==> config.mk <==
export PLATFORM = sky130hd
export DESIGN_NAME = mcp_charge_division_position
export DESIGN_NICKNAME = d
export VERILOG_FILES = /design/src/rtl/cpd_pkg.sv /design/src/rtl/cpd_front.sv /design/src/rtl/cpd_div_cell.sv /design/src/rtl/cpd_back.sv /design/src/rtl/mcp_charge_division_position.sv
export SDC_FILE = /design/constraint.sdc
export NUM_CORES = 2
export LEC_CHECK = 0
export BUFFER_PORTS_ARGS = -buffer_cell sky130_fd_sc_hd__buf_2
export CORE_MARGIN = 5
export CORE_UTILIZATION = 39
export CTS_CLUSTER_SIZE = 8
export DETAILED_ROUTE_END_ITERATION = 8
export SYNTH_ARGS = -nofsm -noshare
export SYNTH_HDL_FRONTEND = slang
export SYNTH_SLANG_ARGS = --single-unit
export TNS_END_PERCENT = 20
==> constraint.sdc <==
create_clock -name clk -period 36 [get_ports clk]
set_clock_uncertainty 0.05 [all_clocks]
set_input_delay 9 -clock clk [delete_from_list [all_inputs] [get_ports clk]]
set_output_delay 9 -clock clk [all_outputs]
set_load 0.1 [all_outputs]
==> src/rtl/cpd_pkg.sv <==
// Shared types and constants for the charge-division position block.
// No dependencies; imported by every module of the block.
`default_nettype none

package cpd_pkg;

  localparam int AMP_BITS      = 12;
  localparam int FRAC_BITS_DEF = 15;
  localparam int POS_BITS      = 16;
  localparam int SUM_BITS      = AMP_BITS + 2;
  localparam int NUM_DET       = 2;
  localparam int NUM_LANES     = 2 * NUM_DET;

  typedef logic [AMP_BITS-1:0]        amp_t;
  typedef logic signed [POS_BITS-1:0] pos_t;

  localparam amp_t LOW_RESET  = 12'd700;
  localparam amp_t HIGH_RESET = 12'd3839;

  // Configuration register indexes
  localparam logic REG_LOW  = 1'b0;
  localparam logic REG_HIGH = 1'b1;

  typedef struct packed {
    amp_t first_a;
    amp_t first_b;
    amp_t first_c;
    amp_t first_d;
    amp_t second_a;
    amp_t second_b;
    amp_t second_c;
    amp_t second_d;
  } in_t;

  typedef struct packed {
    pos_t x_first;
    pos_t y_first;
    logic valid_first;
    pos_t x_second;
    pos_t y_second;
    logic valid_second;
  } out_t;

  // Per-beat divider state handed from cell to cell.
  // Lanes: 0 x_first, 1 y_first, 2 x_second, 3 y_second; lane l uses detector l>>1.
  typedef struct packed {
    logic [NUM_DET-1:0]                 dv;
    logic [NUM_LANES-1:0]               neg;
    logic [NUM_DET-1:0][SUM_BITS-1:0]   sum;
    logic [NUM_LANES-1:0][SUM_BITS-1:0] rem;
  } lane_t;

endpackage

`default_nettype wire

==> src/rtl/cpd_front.sv <==
// Entry cell: window test, corner sums and numerator magnitudes.
// Depends on cpd_pkg.
`default_nettype none

module cpd_front (
  input  wire logic          clk,
  input  wire logic          rst,
  input  wire logic          in_valid,
  output logic               in_ready,
  input  wire cpd_pkg::in_t  in_data,
  input  wire cpd_pkg::amp_t low_thr,
  input  wire cpd_pkg::amp_t high_thr,
  output logic               v_out,
  output cpd_pkg::lane_t     lane_out,
  input  wire logic          ready_dn
);
  import cpd_pkg::*;

  amp_t                amp [NUM_DET][4];
  logic [NUM_DET-1:0]  dv;
  lane_t               lane_next;
  logic [AMP_BITS:0]   p_sum [NUM_LANES];
  logic [AMP_BITS:0]   n_sum [NUM_LANES];
  logic [AMP_BITS:0]   mag   [NUM_LANES];
  logic                v;
  lane_t               lane;

  assign amp[0][0] = in_data.first_a;
  assign amp[0][1] = in_data.first_b;
  assign amp[0][2] = in_data.first_c;
  assign amp[0][3] = in_data.first_d;
  assign amp[1][0] = in_data.second_a;
  assign amp[1][1] = in_data.second_b;
  assign amp[1][2] = in_data.second_c;
  assign amp[1][3] = in_data.second_d;

  function automatic logic in_win(amp_t val, amp_t lo, amp_t hi);
    return (val > lo) && (val < hi);
  endfunction

  // Window test and sums per detector
  always_comb begin
    lane_next = '0;
    for (int k = 0; k < NUM_DET; k++) begin
      dv[k] = in_win(amp[k][0], low_thr, high_thr) && in_win(amp[k][1], low_thr, high_thr) &&
              in_win(amp[k][2], low_thr, high_thr) && in_win(amp[k][3], low_thr, high_thr);
      lane_next.dv[k]  = dv[k];
      lane_next.sum[k] = SUM_BITS'(amp[k][0]) + SUM_BITS'(amp[k][1]) +
                         SUM_BITS'(amp[k][2]) + SUM_BITS'(amp[k][3]);
      // x: (a+d) - (b+c)
      p_sum[2*k]   = (AMP_BITS+1)'(amp[k][0]) + (AMP_BITS+1)'(amp[k][3]);
      n_sum[2*k]   = (AMP_BITS+1)'(amp[k][1]) + (AMP_BITS+1)'(amp[k][2]);
      // y: (b+d) - (a+c)
      p_sum[2*k+1] = (AMP_BITS+1)'(amp[k][1]) + (AMP_BITS+1)'(amp[k][3]);
      n_sum[2*k+1] = (AMP_BITS+1)'(amp[k][0]) + (AMP_BITS+1)'(amp[k][2]);
    end
    for (int l = 0; l < NUM_LANES; l++) begin
      lane_next.neg[l] = n_sum[l] > p_sum[l];
      mag[l]           = lane_next.neg[l] ? (n_sum[l] - p_sum[l]) : (p_sum[l] - n_sum[l]);
      lane_next.rem[l] = SUM_BITS'(mag[l]);
    end
  end

  assign in_ready = !v || ready_dn;

  // Beats with no valid detector are dropped here
  always_ff @(posedge clk) begin
    if (rst) begin
      v <= 1'b0;
    end else if (in_ready) begin
      v <= in_valid && (|dv);
    end
  end

  always_ff @(posedge clk) begin
    if (in_ready && in_valid) begin
      lane <= lane_next;
    end
  end

  assign v_out    = v;
  assign lane_out = lane;

endmodule

`default_nettype wire

==> src/rtl/cpd_div_cell.sv <==
// One restoring-division cell: one quotient bit for each of the four lanes.
// Depends on cpd_pkg.
`default_nettype none

module cpd_div_cell #(
  parameter int FRAC_BITS = cpd_pkg::FRAC_BITS_DEF
) (
  input  wire logic                                            clk,
  input  wire logic                                            rst,
  input  wire logic                                            v_in,
  input  wire cpd_pkg::lane_t                                  lane_in,
  input  wire logic [cpd_pkg::NUM_LANES-1:0][FRAC_BITS-1:0]    q_in,
  output logic                                                 ready_up,
  output logic                                                 v_out,
  output cpd_pkg::lane_t                                       lane_out,
  output logic [cpd_pkg::NUM_LANES-1:0][FRAC_BITS-1:0]         q_out,
  input  wire logic                                            ready_dn
);
  import cpd_pkg::*;

  logic [SUM_BITS:0]                    shifted [NUM_LANES];
  logic [SUM_BITS:0]                    diff    [NUM_LANES];
  logic [NUM_LANES-1:0]                 qbit;
  lane_t                                lane_next;
  logic [NUM_LANES-1:0][FRAC_BITS-1:0]  q_next;
  logic                                 v;
  lane_t                                lane;
  logic [NUM_LANES-1:0][FRAC_BITS-1:0]  q;

  // Shift remainder, trial subtract, keep or restore
  always_comb begin
    lane_next = lane_in;
    for (int l = 0; l < NUM_LANES; l++) begin
      shifted[l] = {lane_in.rem[l], 1'b0};
      diff[l]    = shifted[l] - {1'b0, lane_in.sum[l >> 1]};
      qbit[l]    = shifted[l] >= {1'b0, lane_in.sum[l >> 1]};
      lane_next.rem[l] = qbit[l] ? diff[l][SUM_BITS-1:0] : shifted[l][SUM_BITS-1:0];
      q_next[l]  = {q_in[l][FRAC_BITS-2:0], qbit[l]};
    end
  end

  assign ready_up = !v || ready_dn;

  always_ff @(posedge clk) begin
    if (rst) begin
      v <= 1'b0;
    end else if (ready_up) begin
      v <= v_in;
    end
  end

  always_ff @(posedge clk) begin
    if (ready_up && v_in) begin
      lane <= lane_next;
      q    <= q_next;
    end
  end

  assign v_out    = v;
  assign lane_out = lane;
  assign q_out    = q;

endmodule

`default_nettype wire

==> src/rtl/cpd_back.sv <==
// Exit cell: applies sign, zeroes invalid detectors, holds the result beat.
// Depends on cpd_pkg.
`default_nettype none

module cpd_back #(
  parameter int FRAC_BITS = cpd_pkg::FRAC_BITS_DEF
) (
  input  wire logic                                          clk,
  input  wire logic                                          rst,
  input  wire logic                                          v_in,
  input  wire cpd_pkg::lane_t                                lane_in,
  input  wire logic [cpd_pkg::NUM_LANES-1:0][FRAC_BITS-1:0]  q_in,
  output logic                                               ready_up,
  output logic                                               out_valid,
  input  wire logic                                          out_ready,
  output cpd_pkg::out_t                                      out_data
);
  import cpd_pkg::*;

  logic [FRAC_BITS:0]   sq  [NUM_LANES];
  pos_t                 pos [NUM_LANES];
  out_t                 res_next;
  logic                 ov;
  out_t                 res;

  // Signed quotient, fitted to the output width
  for (genvar l = 0; l < NUM_LANES; l++) begin : g_lane
    assign sq[l] = lane_in.neg[l] ? ((FRAC_BITS+1)'(0) - {1'b0, q_in[l]}) : {1'b0, q_in[l]};
    if (FRAC_BITS + 1 >= POS_BITS) begin : g_trunc
      assign pos[l] = sq[l][POS_BITS-1:0];
    end else begin : g_sext
      assign pos[l] = {{(POS_BITS-FRAC_BITS-1){sq[l][FRAC_BITS]}}, sq[l]};
    end
  end

  always_comb begin
    res_next.valid_first  = lane_in.dv[0];
    res_next.valid_second = lane_in.dv[1];
    res_next.x_first      = lane_in.dv[0] ? pos[0] : '0;
    res_next.y_first      = lane_in.dv[0] ? pos[1] : '0;
    res_next.x_second     = lane_in.dv[1] ? pos[2] : '0;
    res_next.y_second     = lane_in.dv[1] ? pos[3] : '0;
  end

  assign ready_up = !ov || out_ready;

  always_ff @(posedge clk) begin
    if (rst) begin
      ov <= 1'b0;
    end else if (ready_up) begin
      ov <= v_in;
    end
  end

  always_ff @(posedge clk) begin
    if (ready_up && v_in) begin
      res <= res_next;
    end
  end

  assign out_valid = ov;
  assign out_data  = res;

endmodule

`default_nettype wire

==> src/rtl/mcp_charge_division_position.sv <==
// Top level of the four-corner charge-division position block.
// Depends on cpd_pkg, cpd_front, cpd_div_cell and cpd_back.
//
//   channel  signals                      direction  beat
//   in       in_valid/in_ready/in_data    input      eight corner amplitudes
//   out      out_valid/out_ready/out_data output     x, y, valid per detector
//   cfg      cfg_we/cfg_index/cfg_data    input      threshold write
//
// One beat per cycle while the out channel does not stall; the path runs through the entry
// cell, one divider cell per quotient bit (restoring division, all four lanes at once),
// and the output register.
// rst is synchronous and clears all cell valid flags; thresholds go to 700/3839.
// A stalled out channel holds cells from the back; empty cells still accept,
// so bubbles close up before in_ready drops.
// Events with neither detector in window leave no result beat.
`default_nettype none

module mcp_charge_division_position #(
  parameter int FRAC_BITS = cpd_pkg::FRAC_BITS_DEF
) (
  input  wire logic          clk,
  input  wire logic          rst,
  input  wire logic          in_valid,
  output logic               in_ready,
  input  wire cpd_pkg::in_t  in_data,
  output logic               out_valid,
  input  wire logic          out_ready,
  output cpd_pkg::out_t      out_data,
  input  wire logic          cfg_we,
  input  wire logic          cfg_index,
  input  wire cpd_pkg::amp_t cfg_data
);
  import cpd_pkg::*;

  amp_t                                 low_thr;
  amp_t                                 high_thr;
  logic [FRAC_BITS:0]                   v_s;
  lane_t                                lane_s [FRAC_BITS+1];
  logic [NUM_LANES-1:0][FRAC_BITS-1:0]  q_s    [FRAC_BITS+1];
  logic [FRAC_BITS:0]                   rdy;

  // Threshold registers
  always_ff @(posedge clk) begin
    if (rst) begin
      low_thr  <= LOW_RESET;
      high_thr <= HIGH_RESET;
    end else if (cfg_we) begin
      unique case (cfg_index)
        REG_LOW:  low_thr  <= cfg_data;
        REG_HIGH: high_thr <= cfg_data;
      endcase
    end
  end

  cpd_front u_front (
    .clk      (clk),
    .rst      (rst),
    .in_valid (in_valid),
    .in_ready (in_ready),
    .in_data  (in_data),
    .low_thr  (low_thr),
    .high_thr (high_thr),
    .v_out    (v_s[0]),
    .lane_out (lane_s[0]),
    .ready_dn (rdy[0])
  );

  assign q_s[0] = '0;

  // Divider chain, one quotient bit per cell
  for (genvar k = 0; k < FRAC_BITS; k++) begin : g_cell
    cpd_div_cell #(.FRAC_BITS(FRAC_BITS)) u_cell (
      .clk      (clk),
      .rst      (rst),
      .v_in     (v_s[k]),
      .lane_in  (lane_s[k]),
      .q_in     (q_s[k]),
      .ready_up (rdy[k]),
      .v_out    (v_s[k+1]),
      .lane_out (lane_s[k+1]),
      .q_out    (q_s[k+1]),
      .ready_dn (rdy[k+1])
    );
  end

  cpd_back #(.FRAC_BITS(FRAC_BITS)) u_back (
    .clk       (clk),
    .rst       (rst),
    .v_in      (v_s[FRAC_BITS]),
    .lane_in   (lane_s[FRAC_BITS]),
    .q_in      (q_s[FRAC_BITS]),
    .ready_up  (rdy[FRAC_BITS]),
    .out_valid (out_valid),
    .out_ready (out_ready),
    .out_data  (out_data)
  );

endmodule

`default_nettype wire

==> results.ini <==
[logic_synthesis]
synth-seq-cells = 1939
yosysTopAreaCell = edfxtp_1
synth_nets = 11880
synthCells = 10398
ys_warn_count = 0
async_reset_ff_frac = 0
synth-edff-count = 1898
synth-seq-area-share = 0.4927
synth_area_leaders = edfxtp_1, ha_1, a21oi_1
yosys.area.top_type_share = 0.4857
yosysUniqueCellTypes = 76
syn_area_mm2 = 0.1174
ys.flop_type = edfxtp_1
syn-mean-instance-area_um2 = 11.29

[timing]
rsz0062_at_grt = no
finalSetupTns_ps = 0
timing.final.hold_violations = 0
period_needed_ps = 20760
finalSetupViolCount = 0
timing.hold.ws_ps = 354.6
finalMaxSlewViolations = 0
fin_ws_ps = 15240
slew_headroom = 0.2690
finalCritPeriodShare = 0.5768
fmax_ghz = 0.04816
worst_pin_slew_ps = 1094

[power]
power_density_mw_per_mm2 = 46.96
p_leak_nw = 52.54
power_mw = 6.160
vdd_drop_max_v = 0.00003214

[route]
final_antenna_net_count = 0
routed_wl_um = 287500
drt-pass1-iter-count = 7
avgRoutedWirePerCell_um = 19.40
vias_per_cell = 5.267
via_count = 78062
drc = 0
drt_iter0_markers = 4620

[clocking]
ctsHoldBuffers = 0
clk_latency_ps = 860
ctsHtreeMaxLevel = 5
clk_pin_slew_ps = 40
cts-buffers-inserted = 284
clkSinkCount = 1939
cts_tree = yes
cts_setup_buffers = 0
cts_resized = 0
root_buffer = clkbuf_16
clock_path_buffers = 4

[placed_design]
gp_congestion = 0.9068
place_area_mm2 = 0.1233
portBuffers = 181
dp_slack_ps = 15220
dp_cells = 14455
hpwl_um = 229000

[setup_path]
startpoint_type = input pin
crit_start = out_ready
slowest_delay_ps = 500
criticalPathCategory = input pin to output port
path_max_fanout = 7
crit_path_end_kind = output port
path_common_cell = buf_2
critPathRequiredTime_ps = 26950
crit_path_top_delay_cell = nor2b_1
cp_cell_sequence = buf_2, nor2b_1, nand3_1, nor2_1, nand2_1, nor3_2, buf_4, nand4_1, buf_2
crit_arrival_ps = 11710
rr_startpoint = g_cell[3].u_cell.lane_out[71]

[grt]
grt_pass1_vias = 80111
grt_use_total = 0.1805
grt_max_degree = 103
antenna_found_initial = 7
grt_pass1_wl_um = 446100
grt-ovfl-total = 0

[floorplan]
ios = 182
fp-row-count = 201
die_area_mm2 = 0.3120
dieHeight_um = 558.5
start_util = 0.3915
fp.dieW_um = 558.5
core_area_mm2 = 0.2998

[min_path]
min_path_type = flip-flop to flip-flop
min_from = g_cell[9].u_cell.q_out[23]

[outcome]
status = finished clean

[finish]
drive_above_1_share = 0.08692
fin_area_mm2 = 0.1312
fin_nets = 12265
areaGrowthSynthToFinish_pct = 11.78
utilization = 0.4376
stdcell_count = 14821

[job]
maxCapViolCount = 0

## worst paths after layout
path	end	slack (ps)	depth (start not counted)
max	in_ready	15240	9
min	g_cell[10].u_cell.q_out[24]	350	0
max reg2reg	g_cell[4].u_cell.lane_out[30]	31950	11
min reg2reg	g_cell[10].u_cell.q_out[24]	350	0
## per-layer routing
metal / GRT usage / part of all wire
met1: 0.2177 / 0.42
met2: 0.3257 / 0.50
met3: 0.02013 / 0.033
met4: 0.07653 / 0.046
met5: 0 / 0
## synth_stat cells (all sizes together), types with 22 or more instances
library cell,instances
a211oi,32
nor3,208
and2,114
nand2,291
a31oi,23
o21a,116
nor2b,288
and3,61
clkbuf,117
nand2b,217
nor4,97
xnor2,453
buf,39
o31a,119
a221oi,22
o31ai,24
inv,866
dfxtp,41
nand3,104
ha,1268
mux2,245
or3,83
and4,36
or2,85
o21ai,521
nor2,819
o211ai,29
edfxtp,1898
mux2i,34
o21bai,32
nand4,97
a21oi,1057
fa,100
xor2,290
a21o,388
a211o,26
o41ai,49
## cell type report
class	instances	area, um^2
tap	3958	4952
clock inverter	31	467.9
fill	27637	168600
inverter	866	3251
timing repair buffer	255	1474
antenna	2	5.005
multi-input combinational	7437	55840
sequential	1939	57820
clock buffer	333	7376
## report_power, final
part	internal [mW]	switching, mW
Sequential	2.58	0.0434
Combinational	0.477	0.683
Clock	1.44	0.937
## cells in the final DEF, fill, tap and decap left out, types with 111 or more instances in the layout
| master | n |
|---|---|
| xnor2_1 | 453 |
| a21oi_1 | 1051 |
| inv_1 | 866 |
| nor2_1 | 819 |
| edfxtp_1 | 1898 |
| o21a_1 | 116 |
| and2_1 | 111 |
| clkbuf_16 | 288 |
| mux2_2 | 237 |
| o21ai_0 | 396 |
| o31a_1 | 119 |
| nand2_1 | 291 |
| xor2_1 | 290 |
| a21o_1 | 388 |
| ha_1 | 1268 |
| nand2b_1 | 217 |
| nor3_1 | 207 |
| buf_2 | 181 |
| o21ai_1 | 124 |
| nor2b_1 | 279 |
## logic make-up (layout without fill, tap and decap cells)
family	Yosys count	after routing	share of synthesized area
adders and majority gates	1368	1368	0.1523
and+or+nand+nor	2515	2515	0.1084
xor gates and xnor gates	743	743	0.05545
buffers and inverters	1022	1485	0.03315
DFF	1939	1939	0.4927
muxes	279	279	0.02641
other	0	2	0
AOI/OAI and AO/OA	2532	2532	0.1317
## worst max-delay path: cells and delay by family
family | cells | cell delay [ps]
and+or+nand+nor | 6 | 1870
buffers and inverters | 3 | 820
## sequential cells by signal, summed over array words and instances (netlist names)
| signal | cells |
|---|---|
| g_cell.u_cell.q_out | 480 |
| u_back.out_data | 66 |
| g_cell.u_cell.v_out | 15 |
| g_cell.u_cell.lane_out | 1266 |
| low_thr | 12 |
| high_thr | 12 |
| u_front.lane_out | 86 |
| u_front.v_out | 1 |
| u_back.out_valid | 1 |
No activity file was read; power rests on OpenSTA's default activity.
